===== config.mk =====
export PLATFORM = sky130hd
export DESIGN_NAME = combinatorial_count_unit
export DESIGN_NICKNAME = d
export VERILOG_FILES = /design/src/ccu_pkg.sv /design/src/ccu_mul_acc.sv /design/src/ccu_row_mem.sv /design/src/ccu_seq.sv /design/src/combinatorial_count_unit.sv
export SDC_FILE = /design/constraint.sdc
export NUM_CORES = 2
export LEC_CHECK = 0
export ABC_CLOCK_PERIOD_IN_PS = 7700
export BUFFER_PORTS_ARGS = -buffer_cell sky130_fd_sc_hd__buf_2
export CORE_ASPECT_RATIO = 1.4
export CORE_MARGIN = 5
export CORE_UTILIZATION = 25
export DETAILED_ROUTE_END_ITERATION = 16
export PLACE_DENSITY = 0.48
export SYNTH_ARGS = -nofsm -noshare
export SYNTH_HDL_FRONTEND = slang
export SYNTH_HIERARCHICAL = 1
export SYNTH_SLANG_ARGS = --single-unit

===== constraint.sdc =====
create_clock -name clk -period 7.7 [get_ports clk]
set_input_delay 1.155 -clock clk [delete_from_list [all_inputs] [get_ports clk]]
set_output_delay 1.155 -clock clk [all_outputs]
set_load 0.005 [all_outputs]

===== src/ccu_pkg.sv =====
// Shared types and constants of the combinatorial count unit.
// No dependencies.
package ccu_pkg;

	localparam int unsigned WORD_BITS     = 32;
	localparam int unsigned ROW_DEPTH_DEF = 32;

	typedef logic [WORD_BITS-1:0] word_t;

	localparam logic [1:0] CMD_POWER     = 2'd0;
	localparam logic [1:0] CMD_ARRANGE   = 2'd1;
	localparam logic [1:0] CMD_FACTORIAL = 2'd2;
	localparam logic [1:0] CMD_BINOMIAL  = 2'd3;

	typedef struct packed {
		logic [1:0] command;
		word_t      first_operand;
		word_t      second_operand;
	} job_t;

	typedef struct packed {
		word_t count_value;
		logic  overflow;
	} count_t;

	typedef struct packed {
		logic  load;
		logic  step;
		word_t load_value;
		word_t factor;
	} mul_ctl_t;

	typedef struct packed {
		word_t acc;
		logic  ovf;
	} mul_sts_t;

endpackage


===== src/ccu_mul_acc.sv =====
// Multiply accumulator: acc <= acc * factor per step, overflow flag on the high half.
// Depends on ccu_pkg.
module ccu_mul_acc (
	input  logic              clk,
	input  logic              arst_n,
	input  ccu_pkg::mul_ctl_t ctl,
	output ccu_pkg::mul_sts_t sts
);

	ccu_pkg::word_t                   acc_q;
	logic                             ovf_q;
	logic [2*ccu_pkg::WORD_BITS-1:0]  prod;

	assign prod = (2*ccu_pkg::WORD_BITS)'(acc_q) * (2*ccu_pkg::WORD_BITS)'(ctl.factor);

	always_ff @(posedge clk) begin
		if (ctl.load) begin
			acc_q <= ctl.load_value;
		end else if (ctl.step) begin
			acc_q <= prod[ccu_pkg::WORD_BITS-1:0];
		end
	end

	always_ff @(posedge clk or negedge arst_n) begin
		if (!arst_n) begin
			ovf_q <= 1'b0;
		end else if (ctl.load) begin
			ovf_q <= 1'b0;
		end else if (ctl.step) begin
			ovf_q <= |prod[2*ccu_pkg::WORD_BITS-1:ccu_pkg::WORD_BITS];
		end
	end

	assign sts.acc = acc_q;
	assign sts.ovf = ovf_q;

endmodule


===== src/ccu_row_mem.sv =====
// Pascal-row store: one write port, one read port, registered read data.
// Depends on ccu_pkg.
module ccu_row_mem #(
	parameter int unsigned ROW_DEPTH = ccu_pkg::ROW_DEPTH_DEF,
	localparam int unsigned AW = $clog2(ROW_DEPTH)
) (
	input  logic           clk,
	input  logic           we,
	input  logic [AW-1:0]  waddr,
	input  ccu_pkg::word_t wdata,
	input  logic [AW-1:0]  raddr,
	output ccu_pkg::word_t rdata
);

	ccu_pkg::word_t mem [ROW_DEPTH];

	always_ff @(posedge clk) begin
		if (we) begin
			mem[waddr] <= wdata;
		end
		rdata <= mem[raddr];
	end

endmodule


===== src/ccu_seq.sv =====
// Sequencer: decodes a job, runs the multiply loop or the Pascal-row sweep.
// Depends on ccu_pkg; drives ccu_mul_acc and ccu_row_mem.
module ccu_seq #(
	parameter int unsigned ROW_DEPTH = ccu_pkg::ROW_DEPTH_DEF,
	localparam int unsigned AW = $clog2(ROW_DEPTH)
) (
	input  logic              clk,
	input  logic              arst_n,
	input  logic              job_valid,
	output logic              job_ready,
	input  ccu_pkg::job_t     job,
	output logic              res_valid,
	input  logic              res_ready,
	output ccu_pkg::count_t   res,
	output ccu_pkg::mul_ctl_t mul_ctl,
	input  ccu_pkg::mul_sts_t mul_sts,
	output logic              mem_we,
	output logic [AW-1:0]     mem_waddr,
	output ccu_pkg::word_t    mem_wdata,
	output logic [AW-1:0]     mem_raddr,
	input  ccu_pkg::word_t    mem_rdata
);

	localparam int unsigned W = ccu_pkg::WORD_BITS;

	localparam logic [2:0] ST_IDLE   = 3'd0;
	localparam logic [2:0] ST_DECODE = 3'd1;
	localparam logic [2:0] ST_BSET   = 3'd2;
	localparam logic [2:0] ST_MUL    = 3'd3;
	localparam logic [2:0] ST_BFILL  = 3'd4;
	localparam logic [2:0] ST_BACC   = 3'd5;
	localparam logic [2:0] ST_DONE   = 3'd6;

	logic [2:0]     state_q, state_d;
	logic [1:0]     cmd_q, cmd_d;
	ccu_pkg::word_t n_q, n_d, k_q, k_d;
	ccu_pkg::word_t cnt_q, cnt_d, fac_q, fac_d, prev_q, prev_d, val_q, val_d;
	logic           inc_q, inc_d, ovf_q, ovf_d;
	logic [AW-1:0]  kk_q, kk_d, j_q, j_d;
	logic [W:0]     n_minus_k;
	logic [W:0]     sum;

	assign n_minus_k = {1'b0, n_q} - {1'b0, k_q};
	assign sum       = {1'b0, prev_q} + {1'b0, mem_rdata};

	always_comb begin
		state_d   = state_q;
		cmd_d     = cmd_q;
		n_d       = n_q;
		k_d       = k_q;
		cnt_d     = cnt_q;
		fac_d     = fac_q;
		inc_d     = inc_q;
		prev_d    = prev_q;
		val_d     = val_q;
		ovf_d     = ovf_q;
		kk_d      = kk_q;
		j_d       = j_q;
		mul_ctl   = '0;
		mul_ctl.factor = fac_q;
		mem_we    = 1'b0;
		mem_waddr = j_q;
		mem_wdata = sum[W-1:0];
		mem_raddr = AW'(1);
		job_ready = (state_q == ST_IDLE);
		res_valid = (state_q == ST_DONE);

		case (state_q)
			ST_IDLE: begin
				if (job_valid) begin
					cmd_d   = job.command;
					n_d     = job.first_operand;
					k_d     = job.second_operand;
					state_d = ST_DECODE;
				end
			end
			ST_DECODE: begin
				case (cmd_q)
					ccu_pkg::CMD_POWER: begin
						if (k_q == '0) begin
							val_d = W'(1); ovf_d = 1'b0; state_d = ST_DONE;
						end else if (n_q <= W'(1)) begin
							val_d = n_q; ovf_d = 1'b0; state_d = ST_DONE;
						end else begin
							mul_ctl.load       = 1'b1;
							mul_ctl.load_value = W'(1);
							fac_d   = n_q;
							cnt_d   = k_q;
							inc_d   = 1'b0;
							state_d = ST_MUL;
						end
					end
					ccu_pkg::CMD_ARRANGE: begin
						if (n_minus_k[W]) begin
							val_d = '0; ovf_d = 1'b0; state_d = ST_DONE;
						end else if (k_q == '0) begin
							val_d = W'(1); ovf_d = 1'b0; state_d = ST_DONE;
						end else begin
							mul_ctl.load       = 1'b1;
							mul_ctl.load_value = n_minus_k[W-1:0] + W'(1);
							fac_d   = n_minus_k[W-1:0] + W'(2);
							cnt_d   = k_q - W'(1);
							inc_d   = 1'b1;
							state_d = ST_MUL;
						end
					end
					ccu_pkg::CMD_FACTORIAL: begin
						mul_ctl.load       = 1'b1;
						mul_ctl.load_value = W'(1);
						fac_d   = W'(1);
						cnt_d   = n_q;
						inc_d   = 1'b1;
						state_d = ST_MUL;
					end
					ccu_pkg::CMD_BINOMIAL: begin
						if (n_minus_k[W]) begin
							val_d = '0; ovf_d = 1'b0; state_d = ST_DONE;
						end else begin
							cnt_d   = (k_q > n_minus_k[W-1:0]) ? n_minus_k[W-1:0] : k_q;
							state_d = ST_BSET;
						end
					end
					default: begin
						state_d = ST_IDLE;
					end
				endcase
			end
			ST_BSET: begin
				if (cnt_q == '0) begin
					val_d = W'(1); ovf_d = 1'b0; state_d = ST_DONE;
				end else if (cnt_q == W'(1)) begin
					val_d = n_q; ovf_d = 1'b0; state_d = ST_DONE;
				end else if (cnt_q >= W'(ROW_DEPTH)) begin
					val_d = '0; ovf_d = 1'b1; state_d = ST_DONE;
				end else begin
					kk_d    = cnt_q[AW-1:0];
					cnt_d   = n_q - cnt_q;
					j_d     = AW'(1);
					state_d = ST_BFILL;
				end
			end
			ST_BFILL: begin
				mem_we    = 1'b1;
				mem_wdata = W'(1);
				if (j_q == kk_q) begin
					j_d     = AW'(1);
					prev_d  = W'(1);
					state_d = ST_BACC;
				end else begin
					j_d = j_q + AW'(1);
				end
			end
			ST_BACC: begin
				if (sum[W]) begin
					val_d = '0; ovf_d = 1'b1; state_d = ST_DONE;
				end else begin
					mem_we = 1'b1;
					prev_d = sum[W-1:0];
					if (j_q == kk_q) begin
						if (cnt_q == W'(1)) begin
							val_d = sum[W-1:0]; ovf_d = 1'b0; state_d = ST_DONE;
						end else begin
							cnt_d  = cnt_q - W'(1);
							j_d    = AW'(1);
							prev_d = W'(1);
						end
					end else begin
						j_d       = j_q + AW'(1);
						mem_raddr = j_q + AW'(1);
					end
				end
			end
			ST_MUL: begin
				if (mul_sts.ovf) begin
					val_d = '0; ovf_d = 1'b1; state_d = ST_DONE;
				end else if (cnt_q == '0) begin
					val_d = mul_sts.acc; ovf_d = 1'b0; state_d = ST_DONE;
				end else begin
					mul_ctl.step = 1'b1;
					cnt_d = cnt_q - W'(1);
					if (inc_q) begin
						fac_d = fac_q + W'(1);
					end
				end
			end
			ST_DONE: begin
				if (res_ready) begin
					state_d = ST_IDLE;
				end
			end
			default: begin
				state_d = ST_IDLE;
			end
		endcase
	end

	always_ff @(posedge clk or negedge arst_n) begin
		if (!arst_n) begin
			state_q <= ST_IDLE;
		end else begin
			state_q <= state_d;
		end
	end

	always_ff @(posedge clk) begin
		cmd_q  <= cmd_d;
		n_q    <= n_d;
		k_q    <= k_d;
		cnt_q  <= cnt_d;
		fac_q  <= fac_d;
		inc_q  <= inc_d;
		prev_q <= prev_d;
		val_q  <= val_d;
		ovf_q  <= ovf_d;
		kk_q   <= kk_d;
		j_q    <= j_d;
	end

	assign res.count_value = val_q;
	assign res.overflow    = ovf_q;

endmodule


===== src/combinatorial_count_unit.sv =====
// Top level of the combinatorial count unit: sequencer, multiply unit, row store,
// output register. Depends on ccu_pkg, ccu_seq, ccu_mul_acc, ccu_row_mem.
//
//  channel | handshake                 | payload
//  job     | job_valid / job_ready     | job   (ccu_pkg::job_t)
//  count   | count_valid / count_ready | count (ccu_pkg::count_t)
//
// One job at a time; a count settled at decode goes straight to the done state.
// Power, arrangements and factorial: one multiply per cycle; overflow ends the loop early.
// Binomial with r = min(k, n-k): one row entry per cycle through the read and write ports
// of the row store; r <= 1 or a row too deep settles without the row sweep.
// Reset clears control only; a waiting result does not block the next job transfer.
module combinatorial_count_unit #(
	parameter int unsigned ROW_DEPTH = ccu_pkg::ROW_DEPTH_DEF
) (
	input  logic            clk,
	input  logic            arst_n,
	input  logic            job_valid,
	output logic            job_ready,
	input  ccu_pkg::job_t   job,
	output logic            count_valid,
	input  logic            count_ready,
	output ccu_pkg::count_t count
);

	localparam int unsigned AW = $clog2(ROW_DEPTH);

	ccu_pkg::mul_ctl_t mul_ctl;
	ccu_pkg::mul_sts_t mul_sts;
	ccu_pkg::count_t   res;
	ccu_pkg::count_t   count_q;
	logic              res_valid, res_ready, count_valid_q;
	logic              mem_we;
	logic [AW-1:0]     mem_waddr, mem_raddr;
	ccu_pkg::word_t    mem_wdata, mem_rdata;

	ccu_seq #(.ROW_DEPTH(ROW_DEPTH)) u_seq (
		.clk       (clk),
		.arst_n    (arst_n),
		.job_valid (job_valid),
		.job_ready (job_ready),
		.job       (job),
		.res_valid (res_valid),
		.res_ready (res_ready),
		.res       (res),
		.mul_ctl   (mul_ctl),
		.mul_sts   (mul_sts),
		.mem_we    (mem_we),
		.mem_waddr (mem_waddr),
		.mem_wdata (mem_wdata),
		.mem_raddr (mem_raddr),
		.mem_rdata (mem_rdata)
	);

	ccu_mul_acc u_mul (
		.clk    (clk),
		.arst_n (arst_n),
		.ctl    (mul_ctl),
		.sts    (mul_sts)
	);

	ccu_row_mem #(.ROW_DEPTH(ROW_DEPTH)) u_row (
		.clk   (clk),
		.we    (mem_we),
		.waddr (mem_waddr),
		.wdata (mem_wdata),
		.raddr (mem_raddr),
		.rdata (mem_rdata)
	);

	assign res_ready = !count_valid_q || count_ready;

	always_ff @(posedge clk or negedge arst_n) begin
		if (!arst_n) begin
			count_valid_q <= 1'b0;
		end else if (res_valid && res_ready) begin
			count_valid_q <= 1'b1;
		end else if (count_ready) begin
			count_valid_q <= 1'b0;
		end
	end

	always_ff @(posedge clk) begin
		if (res_valid && res_ready) begin
			count_q <= res;
		end
	end

	assign count_valid = count_valid_q;
	assign count       = count_q;

endmodule


==> summary.txt <==
Synthesis
  – Mapped cell area: 95300 sq um
  – Main flop type after synthesis: edfxtp_1
  – Cells after Synth: 8327
  – Ys async rst share: 0.00375
  – FF+latch count, synth: 1332
  – Synth unique cells: 103
  – Top cell type's share of synthesized area: 0.408
  – Post-synth EDFFs: 1295
  – Yosys warning count: 6
  – Top area cells in the synthesized netlist: edfxtp_1, fa_1, mux2i_1, ha_1, and2_1
  – Yosys top cell by area: edfxtp_1
  – Post-synthesis sequential area ratio: 0.416
  – Synthesized area per cell: 11.4 sq um
  – Most frequent cell after synthesis: edfxtp_1
  – Post-synth top cells: edfxtp_1, fa_1, inv_1
  – Syn nets: 9697

Drt
  – M1 WL: 133000 um
  – Initial DRT Pass Iterations: 8
  – WL met2: 182000 um
  – DRC: 0
  – DR top layer: met5
  – Met3 wire length: 15900 um
  – DR vias/cell: 4.80
  – Drt wl/cell: 24.6 um
  – Drt first-iter violations: 4794
  – Antenna-violating nets left: 0
  – Routed vias: 67300
  – Final wirelength: 346000 um

Global route
  – Initial antenna violation count: 31
  – GRT Total Usage: 0.172
  – Vias in the first global route: 71700
  – First-pass GRT wire length: 504000 um
  – GRT overflow: 0
  – Largest net degree at the start of global routing: 74

CTS
  – Clock latency at the later pin of the worst-skew pair: 830 ps
  – Htree depth: 4
  – Clock Pin Slew Worst Setup and Hold Paths: 70 ps
  – CTS tree: done
  – CTS buffer count: 160
  – CTS Hold Buffers Added: 0
  – Clock tree buffer depth: 4
  – Clock root buffer: clkbuf_16
  – Clock sinks: 1332

Timing
  – Clock skew: 79.6 ps
  – Tightest Pin Transition: 1260 ps
  – Final period util: 1.10
  – Slew Viols, Final: 0
  – Final Setup Violations: 1
  – Relative slew margins: 0.158
  – Final hold violation count: 0
  – Unrepaired setup endpoints after global routing: true
  – Worst Slack Setup Final: -793 ps
  – Shortest period the worst path allows: 8490 ps
  – Fmax: 118 MHz

Final layout
  – Area grow syn2layout: 18.1%
  – Share of cells above drive strength 1: 0.148
  – Layout Cells excl Fill: 14000
  – Layout Utilization: 0.296
  – FILL cells: 39000
  – Layout Nets: 10300

Worst setup path
  – Reg-to-reg startpoint: u_mul/acc_q[13]
  – Crit path max-delay family: adder cells
  – Critical Path Max Stage Delay: 610 ps
  – Crit path buf inv count: 7
  – Worst Path Required: 8310 ps
  – CP Class: register to register
  – CP max FO: 15
  – Max stage delay cell, worst path: fa_2
  – Crit path from: u_mul/acc_q[13]
  – CP dominant cell by count: fa_1
  – Worst EP arrival: 9100 ps
  – Crit. End Element: register
  – CP Launch Type: register

Floorplanning
  – Placement Rows: 268
  – Die Height: 741 um
  – DIE AREA: 394000 sq um
  – I/O pin count: 105
  – Horiz. Die Dim: 532 um
  – CORE AREA: 380000 sq um
  – Initial Util: 0.251

Worst hold path
  – Hold crit path type: input port to asynchronous set/reset pin

Place
  – Routability congestion estimate: 0.955
  – Detailed placement HPWL: 260000 um
  – Cells after DPL: 13700
  – IO buf count: 104
  – Dpl ws: -1360 ps

Run status
  – Failing checks: negative setup slack
  – Status: complete, but fails checks

Run
  – Max-cap violations: 0
-- worst reg2reg max path: stages (launching register included) --
cell	delay, ps
edfxtp_1	440
buf_12	180
buf_4	160
and2_4	150
fa_1	450
fa_2	590
inv_1	70
fa_1	490
fa_1	490
inv_1	60
fa_2	610
fa_2	450
fa_1	610
inv_1	100
fa_1	520
inv_2	50
ha_4	280
nand2_4	40
or3_4	380
or4_4	510
a21oi_4	160
buf_12	150
nor3_2	60
or4_4	550
a2111oi_4	290
nand4_1	130
and4b_1	270
nor3_1	50
-- stage by stage --
step                TNS [ps]  hold WS (ps)  instance area, sq um
floorplan                  0           400                 95700
global placement       -1620           403                107000
detailed placement     -1610           406                107000
CTS                     -774           231                112000
global route           -1190           277                113000
finish                  -793           282                113000
-- worst paths after layout --
path                       slack (ps)          end  cells past startpoint
max reg2reg                      -790  u_mul/ovf_q                     27
min                               280  count_valid                      1
max                              -790  u_mul/ovf_q                     27
min in group clk                  420     count[8]                      0
min reg2reg                       420     count[8]                      0
max in group asynchronous        7150  u_mul/ovf_q                      1
-- area by class of cell --
cell class | instances | area [sq um] | share of cell area
multi-input cells | 5655 | 51200 | 0.455
repair buffers | 867 | 7120 | 0.0632
clock buffers | 199 | 4210 | 0.0374
flip-flops and latches | 1332 | 39700 | 0.352
clock inverters | 81 | 776 | 0.00689
diodes | 13 | 32.5 | 0.000289
well taps | 4995 | 6250 | 0.0555
inverters | 896 | 3360 | 0.0299
-- per-layer routing --
metal,vias to the layer above,track usage
met1,35000,0.197
li1,30000,-
met4,6,0.0640
met2,1741,0.321
met5,-,0
met3,573,0.0253
-- registers in the layout, indices dropped and copies added, names as in the netlist --
signal	cells
u_seq/inc_q	1
count	33
u_seq/cnt_q	32
u_seq/ovf_q	1
u_seq/val_q	32
u_row/rdata	32
u_seq/prev_q	32
u_seq/kk_q	5
u_seq/k_q	32
u_seq/mem_waddr	5
u_row/mem	1024
u_mul/acc_q	32
count_valid	1
u_seq/cmd_q	2
u_mul/ovf_q	1
u_seq/n_q	32
u_seq/state_q	3
u_seq/fac_q	32
-- layout by cell type (no fill, tap or decap), drive strengths merged, types with 13 or more instances in the layout --
master / netlist / routed
nor2: 334 / 334
xor2: 81 / 81
nand3: 182 / 182
xnor2: 165 / 165
dfxtp: 32 / 32
diode: 0 / 13
o211ai: 30 / 30
a22oi: 160 / 160
a21oi: 338 / 338
nand4: 61 / 61
or3: 30 / 30
a221oi: 40 / 40
clkinv: 1 / 55
a211oi: 33 / 33
nand2: 807 / 807
buf: 111 / 867
o21bai: 21 / 21
or2: 19 / 19
o31ai: 17 / 17
ha: 401 / 401
nor3: 121 / 121
o21a: 30 / 30
a22o: 67 / 67
and2: 600 / 600
clkbuf: 333 / 199
nor4: 45 / 45
nor2b: 24 / 24
a31oi: 51 / 51
mux2i: 521 / 521
fa: 899 / 899
o22ai: 18 / 18
o221ai: 22 / 22
and4: 19 / 19
edfxtp: 1295 / 1295
inv: 895 / 902
nand2b: 28 / 28
o21ai: 219 / 219
a21o: 69 / 69
or4: 14 / 14
and3: 36 / 36
-- timing repair --
action / in CTS / in global routing
setup endpoints to repair: 4 / 10
setup buffers: 17 / 6
pin swaps: 24 / 6
resized for setup: 47 / 38
-- cells by family (layout without fill, tap and decap cells) --
group                    count (synthesis)  count (layout)  share of synthesized area
adder cells (fa/ha/maj)               1300            1300                      0.241
other                                    0              13                          0
flip-flops                            1332            1332                      0.416
multiplexers                           528             528                     0.0555
AND/OR/NAND/NOR                       2353            2353                      0.123
AO/OA/AOI/OAI                         1228            1228                     0.0854
XOR/XNOR                               246             246                     0.0227
buffers and inverters                 1340            2043                     0.0562
Power is left out: the tool's default activity adds up to more than one toggle a clock period on the data nets, which glitch-free logic cannot reach.
